--- src/rtl/core/msqb_pkg.sv ---
package msqb_pkg;

  localparam int unsigned SlotsDef        = 16;
  localparam int unsigned QueueDepthDef   = 8;
  localparam int unsigned MessageWidthDef = 32;

  typedef enum logic [2:0] {
    CMD_ALLOC   = 3'd0,
    CMD_SEND    = 3'd1,
    CMD_RECV    = 3'd2,
    CMD_RESTART = 3'd3,
    CMD_SUPER   = 3'd4
  } cmd_e;

  typedef enum logic [2:0] {
    ST_OK       = 3'd0,
    ST_BAD_ID   = 3'd1,
    ST_NOT_LIVE = 3'd2,
    ST_FULL     = 3'd3,
    ST_EMPTY    = 3'd4,
    ST_NO_FREE  = 3'd5,
    ST_ALREADY  = 3'd6
  } status_e;

  typedef struct packed {
    logic push;
    logic pop;
  } ring_op_t;

  typedef struct packed {
    logic    ok;
    status_e status;
  } result_t;

endpackage

--- src/rtl/core/msqb_ring.sv ---
module msqb_ring #(
  parameter int unsigned Depth = 128,
  parameter int unsigned AddrW = 7,
  parameter int unsigned MsgW  = 32
) (
  input  logic                clk_i,
  input  msqb_pkg::ring_op_t  op_i,
  input  logic [AddrW-1:0]    addr_i,
  input  logic [MsgW-1:0]     wdata_i,
  output logic [MsgW-1:0]     rdata_o
);
  import msqb_pkg::*;

  logic [MsgW-1:0] mem_q [Depth];
  logic [MsgW-1:0] rdata_q;

  // One beat either pushes or pops, so the port is never read and written at once.
  always_ff @(posedge clk_i) begin
    if (op_i.push) begin
      mem_q[addr_i] <= wdata_i;
    end
    if (op_i.pop) begin
      rdata_q <= mem_q[addr_i];
    end
  end

  assign rdata_o = rdata_q;

endmodule

--- src/rtl/core/msqb_ctrl.sv ---
module msqb_ctrl #(
  parameter int unsigned Slots      = 16,
  parameter int unsigned QueueDepth = 8,
  parameter int unsigned SlotW      = 4,
  parameter int unsigned PtrW       = 3
) (
  input  logic                    clk_i,
  input  logic                    rst_ni,
  input  logic                    adv_i,
  input  logic [2:0]              cmd_i,
  input  logic [15:0]             id_i,
  output msqb_pkg::result_t       res_o,
  output logic [SlotW-1:0]        slot_o,
  output msqb_pkg::ring_op_t      op_o,
  output logic [SlotW+PtrW-1:0]   addr_o
);
  import msqb_pkg::*;

  localparam int unsigned AllocW = $clog2(Slots + 1);
  localparam int unsigned CntW   = $clog2(QueueDepth + 1);

  // Slots are handed out lowest first and never freed, so the live slots are
  // always the ones below the allocation count.
  logic [AllocW-1:0] alloc_cnt_q;
  logic [Slots-1:0]  sup_q;
  logic [PtrW-1:0]   head_q [Slots];
  logic [PtrW-1:0]   tail_q [Slots];
  logic [CntW-1:0]   cnt_q  [Slots];

  logic [SlotW-1:0]  idx;
  logic              id_ok;
  logic              live;
  logic [CntW-1:0]   cnt;
  logic              alloc;
  logic              sup_set;
  result_t           res;
  ring_op_t          op;

  assign idx   = id_i[SlotW-1:0];
  assign id_ok = id_i < 16'(Slots);
  assign live  = AllocW'(idx) < alloc_cnt_q;
  assign cnt   = cnt_q[idx];

  function automatic logic [PtrW-1:0] next_ptr(input logic [PtrW-1:0] p);
    next_ptr = (p == PtrW'(QueueDepth - 1)) ? '0 : p + 1'b1;
  endfunction

  always_comb begin
    res.ok     = 1'b0;
    res.status = ST_BAD_ID;
    op         = '0;
    alloc      = 1'b0;
    sup_set    = 1'b0;
    case (cmd_i)
      CMD_ALLOC: begin
        if (alloc_cnt_q == AllocW'(Slots)) begin
          res.status = ST_NO_FREE;
        end else begin
          res.ok     = 1'b1;
          res.status = ST_OK;
          alloc      = 1'b1;
        end
      end
      CMD_SEND: begin
        if (!id_ok) begin
          res.status = ST_BAD_ID;
        end else if (!live) begin
          res.status = ST_NOT_LIVE;
        end else if (cnt == CntW'(QueueDepth)) begin
          res.status = ST_FULL;
        end else begin
          res.ok     = 1'b1;
          res.status = ST_OK;
          op.push    = 1'b1;
        end
      end
      CMD_RECV: begin
        if (!id_ok) begin
          res.status = ST_BAD_ID;
        end else if (!live) begin
          res.status = ST_NOT_LIVE;
        end else if (cnt == '0) begin
          res.status = ST_EMPTY;
        end else begin
          res.ok     = 1'b1;
          res.status = ST_OK;
          op.pop     = 1'b1;
        end
      end
      CMD_RESTART: begin
        if (!id_ok) begin
          res.status = ST_BAD_ID;
        end else if (!live) begin
          res.status = ST_NOT_LIVE;
        end else begin
          res.ok     = 1'b1;
          res.status = ST_OK;
        end
      end
      CMD_SUPER: begin
        if (!id_ok) begin
          res.status = ST_BAD_ID;
        end else if (sup_q[idx]) begin
          res.status = ST_ALREADY;
        end else if (!live) begin
          res.status = ST_NOT_LIVE;
        end else begin
          res.ok     = 1'b1;
          res.status = ST_OK;
          sup_set    = 1'b1;
        end
      end
      default: begin
        res.status = ST_BAD_ID;
      end
    endcase
  end

  assign res_o  = res;
  assign slot_o = alloc_cnt_q[SlotW-1:0];
  assign op_o   = adv_i ? op : '0;
  assign addr_o = op.push ? {idx, tail_q[idx]} : {idx, head_q[idx]};

  // A slot that is not yet live has never been touched, so its ring pointers
  // still hold their reset value when it is allocated.
  always_ff @(posedge clk_i or negedge rst_ni) begin
    if (!rst_ni) begin
      alloc_cnt_q <= '0;
      sup_q       <= '0;
      for (int unsigned s = 0; s < Slots; s++) begin
        head_q[s] <= '0;
        tail_q[s] <= '0;
        cnt_q[s]  <= '0;
      end
    end else if (adv_i) begin
      if (alloc) begin
        alloc_cnt_q <= alloc_cnt_q + 1'b1;
      end
      if (sup_set) begin
        sup_q[idx] <= 1'b1;
      end
      if (op.push) begin
        tail_q[idx] <= next_ptr(tail_q[idx]);
        cnt_q[idx]  <= cnt + 1'b1;
      end
      if (op.pop) begin
        head_q[idx] <= next_ptr(head_q[idx]);
        cnt_q[idx]  <= cnt - 1'b1;
      end
    end
  end

endmodule

--- src/rtl/core/mailbox_slot_queue_bank.sv ---
// Mailbox slot queue bank: one command in, one result out per beat.
// Throughput: one command per cycle unless a result waits on out_ready_i; the input register and the result register
// are parted by the slot-state lookup, and the ring memory read lands with the result.
// Reset clears all slot state and pointers at once; ring words are not cleared.
module mailbox_slot_queue_bank #(
  parameter int unsigned Slots        = msqb_pkg::SlotsDef,
  parameter int unsigned QueueDepth   = msqb_pkg::QueueDepthDef,
  parameter int unsigned MessageWidth = msqb_pkg::MessageWidthDef
) (
  input  logic        clk_i,
  input  logic        rst_ni,
  input  logic        in_valid_i,
  output logic        in_ready_o,
  input  logic [2:0]  command_i,
  input  logic [15:0] actor_id_i,
  input  logic [31:0] message_i,
  output logic        out_valid_o,
  input  logic        out_ready_i,
  output logic        ok_o,
  output logic [2:0]  status_o,
  output logic [3:0]  slot_number_o,
  output logic [31:0] message_out_o
);
  import msqb_pkg::*;

  localparam int unsigned SlotW = (Slots > 1) ? $clog2(Slots) : 1;
  localparam int unsigned PtrW  = (QueueDepth > 1) ? $clog2(QueueDepth) : 1;
  localparam int unsigned AddrW = SlotW + PtrW;
  localparam int unsigned Depth = Slots * (2 ** PtrW);

  logic                    in_vld_q;
  logic [2:0]              cmd_q;
  logic [15:0]             id_q;
  logic [MessageWidth-1:0] msg_q;

  logic                    out_vld_q;
  result_t                 res_q;
  logic [SlotW-1:0]        slot_q;
  logic                    pop_q;

  logic                    adv;
  logic                    in_acc;
  result_t                 res;
  logic [SlotW-1:0]        slot;
  ring_op_t                op;
  logic [AddrW-1:0]        addr;
  logic [MessageWidth-1:0] rdata;

  assign adv        = in_vld_q && (!out_vld_q || out_ready_i);
  assign in_ready_o = !in_vld_q || adv;
  assign in_acc     = in_valid_i && in_ready_o;

  always_ff @(posedge clk_i or negedge rst_ni) begin
    if (!rst_ni) begin
      in_vld_q  <= 1'b0;
      out_vld_q <= 1'b0;
    end else begin
      if (in_acc) begin
        in_vld_q <= 1'b1;
      end else if (adv) begin
        in_vld_q <= 1'b0;
      end
      if (adv) begin
        out_vld_q <= 1'b1;
      end else if (out_ready_i) begin
        out_vld_q <= 1'b0;
      end
    end
  end

  always_ff @(posedge clk_i) begin
    if (in_acc) begin
      cmd_q <= command_i;
      id_q  <= actor_id_i;
      msg_q <= MessageWidth'(message_i);
    end
    if (adv) begin
      res_q  <= res;
      // Only a granted allocate reports a slot number.
      slot_q <= (res.ok && cmd_q == CMD_ALLOC) ? slot : '0;
      pop_q  <= op.pop;
    end
  end

  msqb_ctrl #(
    .Slots      (Slots),
    .QueueDepth (QueueDepth),
    .SlotW      (SlotW),
    .PtrW       (PtrW)
  ) u_ctrl (
    .clk_i  (clk_i),
    .rst_ni (rst_ni),
    .adv_i  (adv),
    .cmd_i  (cmd_q),
    .id_i   (id_q),
    .res_o  (res),
    .slot_o (slot),
    .op_o   (op),
    .addr_o (addr)
  );

  msqb_ring #(
    .Depth (Depth),
    .AddrW (AddrW),
    .MsgW  (MessageWidth)
  ) u_ring (
    .clk_i   (clk_i),
    .op_i    (op),
    .addr_i  (addr),
    .wdata_i (msg_q),
    .rdata_o (rdata)
  );

  // The read data register only moves on a pop, so it holds under a stalled beat.
  assign out_valid_o   = out_vld_q;
  assign ok_o          = res_q.ok;
  assign status_o      = res_q.status;
  assign slot_number_o = 4'(slot_q);
  assign message_out_o = pop_q ? 32'(rdata) : 32'd0;

endmodule

--- config.mk ---
export PLATFORM = sky130hd
export DESIGN_NAME = mailbox_slot_queue_bank
export DESIGN_NICKNAME = d
export VERILOG_FILES = /design/src/rtl/core/msqb_pkg.sv /design/src/rtl/core/msqb_ring.sv /design/src/rtl/core/msqb_ctrl.sv /design/src/rtl/core/mailbox_slot_queue_bank.sv
export SDC_FILE = /design/constraint.sdc
export NUM_CORES = 2
export LEC_CHECK = 0
export ABC_CLOCK_PERIOD_IN_PS = 14700
export BUFFER_PORTS_ARGS = -buffer_cell sky130_fd_sc_hd__buf_2
export CORE_ASPECT_RATIO = 1.2
export CORE_MARGIN = 8
export CORE_UTILIZATION = 25
export DETAILED_ROUTE_END_ITERATION = 8
export GPL_TIMING_DRIVEN = 0
export PLACE_DENSITY = 0.38
export SYNTH_ARGS = -nofsm -noshare
export SYNTH_HDL_FRONTEND = slang
export SYNTH_SLANG_ARGS = --single-unit
--- constraint.sdc ---
create_clock -name clk_i -period 14.7 [get_ports clk_i]
set_clock_uncertainty 0.1 [all_clocks]
set_input_delay 2.94 -clock clk_i [delete_from_list [all_inputs] [get_ports clk_i]]
set_output_delay 2.94 -clock clk_i [all_outputs]
set_load 0.02 [all_outputs]
==> summary.txt <==
Power
  – Seq pwr share: 52.2%
  – Clock group share of total power: 43.8%
  – Total power: 26300 uW
  – Internal power: 20500 uW
  – Combinational power share: 4.0%
  – Power per Cell Area: 128 nW/um^2
  – Max IR drop VDD: 0.109 mV
  – Leakage: 0.0741 uW
  – Psw: 5820 uW
  – Switching Fraction: 22.1%

Floorplanning
  – Die Span X: 767 um
  – # IOs: 97
  – Die Footprint: 703000 sq um
  – Initial Utilization: 25.0%
  – Core Region: 675000 sq um
  – Height of the chip: 917 um
  – Core Rows: 331

Synthesis
  – Top FF cell, synth: edfxtp_1
  – #FFs+latches synth: 4371
  – Post-Syn Nets: 10800
  – Synth cell types: 61
  – Syn Area/Cell: 15.8 sq um
  – Register area share after synthesis: 77.1%
  – Mapped cell area: 169000 sq um
  – Syn. warnings: 0
  – Cells after Synth: 10700
  – Number of flops mapped to enable cells by yosys: 4188
  – Async set or reset register ratio after synthesis: 4.19%

Cells and area
  – Finished Cell Area: 206000 sq um
  – Most frequent cells in the layout: edfxtp_1, nand2_1, mux2i_1
  – Area delta synth->final: 21.6%
  – Most common cell after layout, fill and taps aside: edfxtp_1
  – Ratio of cells with drive above 1 in the final layout: 14.7%
  – Nets@finish: 11700

STA
  – Fin Setup TNS: 0 ns
  – WHS: 0.367 ns
  – Achievable Freq: 0.0829 GHz
  – Fin crit share: 82.0%
  – Slew margin rel.: -11.2%
  – RSZ-0062 raised after global routing: false
  – Final min period: 12.06 ns
  – Fin. max-slew vios: 59
  – Worst slew pin tran: 1.67 ns
  – Final setup fails: 0
  – Final hold viol count: 0

CTS
  – Post-CTS repair timing setup buffer count: 0
  – Worst skew pair latency: 1.13 ns
  – CTS tree: built
  – Clock sinks: 4371
  – Root buffer cell: clkbuf_16
  – Hold-fix buffers at CTS: 0
  – Clk buf depth: 4
  – # resized after CTS: 0
  – H-tree lvl count: 5
  – Worst-path clk slew: 0.06 ns
  – CTS buffer count: 463

Setup path
  – CP startpoint: id_q[1]
  – Setup crit start kind: flop
  – CP Capture Point: u_ring.rdata_o[19]
  – R2R cell count: 23
  – Critical-path maximum fanout: 10
  – Cell Chain, Critical Path: buf_2 > buf_1 > clkbuf_1 > mux4_2 > mux4_2 > clkbuf_1 > inv_1 > clkbuf_1 > ha_1 > inv_1 > nor2_1 > a22o_1 > a221o_1 > buf_2 > nand2_1 > buf_2 > nand3_1 > clkbuf_1 > a21oi_1 > a2111oi_0 > a21oi_1 > o221ai_1 > o21ai_1
  – Slowest stage delay, CP: 1.41 ns
  – RR Startpoint: id_q[1]
  – CP Class: reg2reg
  – Most common cell on crit path: clkbuf_1
  – CP max-delay cell: o221ai_1
  – Reg-to-Reg End: u_ring.rdata_o[19]
  – Crit path DAT: 12.63 ns
  – Crit path required time: 15.28 ns
  – R2r setup slk: 2.64 ns
  – Worst setup EP type: flop

Routing
  – Via count: 101000
  – # DRC: 0
  – DR iter-0 viols: 9524
  – Final ANT Viol Nets: 0
  – Wire length per cell: 31.7 um
  – DRT Wirelength: 668000 um
  – Drt first pass iters: 7
  – Via density: 4.78

Global route
  – Grt ovf: 0
  – Antenna violations before repair: 63
  – Number of global-route vias before repair: 101000
  – First-pass GRT wire length: 890000 um
  – Largest net degree at the start of global routing: 104
  – Gr usage total: 18.3%

Status
  – Status: finished with violations
  – Failing checks: max-capacitance violations, max-slew violations

Place
  – Placed Area: 191000 sq um
  – GP Congestion: 0.928
  – Post-DP HPWL: 494000 um
  – I/O Buffers: 96

Min path
  – Hold crit path type: reg2reg

Run
  – Max-Cap Viols: 9
area by class of cell:
| cell class | instances | area (sq um) |
|---|---|---|
| timing repair buffer | 481 | 9240 |
| antenna | 33 | 82.6 |
| tap | 8991 | 11200 |
| fill | 66400 | 470000 |
| buffer | 649 | 2920 |
| multi-input combinational | 5666 | 37200 |
| inverter | 10 | 37.5 |
| sequential | 4371 | 130000 |
| clock inverter | 283 | 2510 |
| clock buffer | 571 | 12100 |
layer usage:
metal	GRT usage [%]	wire [um]
met4	7.49	31500
met1	22.2	266000
met2	32.3	335000
met3	2.87	35800
met5	0	114
power groups by stage:
| stage | Sequential [uW] | Clock, uW | Combinational (uW) |
|---|---|---|---|
| after global placement | 14300 | 0 | 576 |
| final | 13800 | 11500 | 1050 |
| after global routing | 13800 | 12200 | 1090 |
| after detailed placement | 14000 | 0 | 1050 |
| after floorplan | 14100 | 0 | 255 |
| after CTS | 13800 | 11800 | 1050 |
critical path: cells and delay by family, from the launching register on:
family,cells,cell delay [ns]
fa+ha+maj,1,0.25
simple gates,3,1.16
flops,1,0.54
compound gates,7,4.38
buf+inv,10,4.20
mux,2,0.90
cell usage after synthesis, types with 4 or more instances:
cell type | n | area share, %
a2111oi_0 | 35 | 0.18
a211oi_1 | 31 | 0.14
a21oi_1 | 653 | 1.9
a22o_1 | 11 | 0.057
a22oi_1 | 43 | 0.19
a31o_2 | 14 | 0.072
and2_1 | 41 | 0.15
and3_1 | 8 | 0.030
buf_1 | 42 | 0.093
buf_2 | 265 | 0.78
buf_4 | 9 | 0.040
buf_6 | 10 | 0.067
clkbuf_1 | 323 | 0.72
dfrtp_1 | 183 | 2.7
edfxtp_1 | 4188 | 74
ha_1 | 11 | 0.081
inv_1 | 9 | 0.020
mux2_2 | 78 | 0.52
mux2i_1 | 1289 | 7.6
mux4_2 | 48 | 0.64
nand2_1 | 1601 | 3.6
nand2b_1 | 8 | 0.030
nand3_1 | 329 | 0.97
nand4_1 | 37 | 0.14
nor2_1 | 264 | 0.59
nor2b_1 | 5 | 0.018
nor3_1 | 67 | 0.20
nor4_1 | 230 | 0.85
o211ai_1 | 8 | 0.036
o21ai_0 | 81 | 0.24
o21ai_1 | 33 | 0.098
o221ai_1 | 27 | 0.14
o22a_1 | 13 | 0.067
o22ai_1 | 637 | 2.4
o31ai_1 | 12 | 0.053
o41ai_2 | 4 | 0.038
or3_1 | 12 | 0.044
xnor2_1 | 5 | 0.026
how the worst min path moves through the flow:
stage                  endpoint        startpoint  depth (start not counted)  slack [ns]
2_1_floorplan   u_ctrl.sup_q[3]   u_ctrl.sup_q[3]                          1        0.32
3_3_place_gp    u_ctrl.sup_q[3]   u_ctrl.sup_q[3]                          1        0.33
3_5_place_dp    u_ctrl.sup_q[3]   u_ctrl.sup_q[3]                          1        0.35
4_1_cts         u_ctrl.sup_q[3]   u_ctrl.sup_q[3]                          1        0.37
5_1_grt        u_ctrl.sup_q[10]  u_ctrl.sup_q[10]                          1        0.37
6_report        u_ctrl.sup_q[3]   u_ctrl.sup_q[3]                          1        0.37
stage by stage:
step	setup WS, ns	util (%)	cells
5_1_grt	2.85	30.4	21000
2_1_floorplan	7.84	-	10700
4_1_cts	2.70	30.4	21000
3_5_place_dp	2.75	28.3	20200
6_report	2.64	30.5	21100
3_3_place_gp	1.03	26.8	19800
state kept, by name, indices dropped and copies added, names as in the netlist:
name                flops
cmd_q                   3
id_q                   16
in_vld_q                1
msg_q                  32
ok_o                    1
out_valid_o             1
pop_q                   1
slot_number_o           4
status_o                3
u_ctrl.alloc_cnt_q      5
u_ctrl.cnt_q           64
u_ctrl.head_q          48
u_ctrl.sup_q           16
u_ctrl.tail_q          48
u_ring.mem_q         4096
u_ring.rdata_o         32
kinds of logic after synthesis:
family	Yosys count	synth area share, %
xor+xnor	7	0.0362
mux	1416	8.79
flops	4371	77.1
buf+inv	659	1.72
compound gates	1621	5.70
fa+ha+maj	11	0.0814
simple gates	2611	6.62
(Power assumes the default switching activity.)
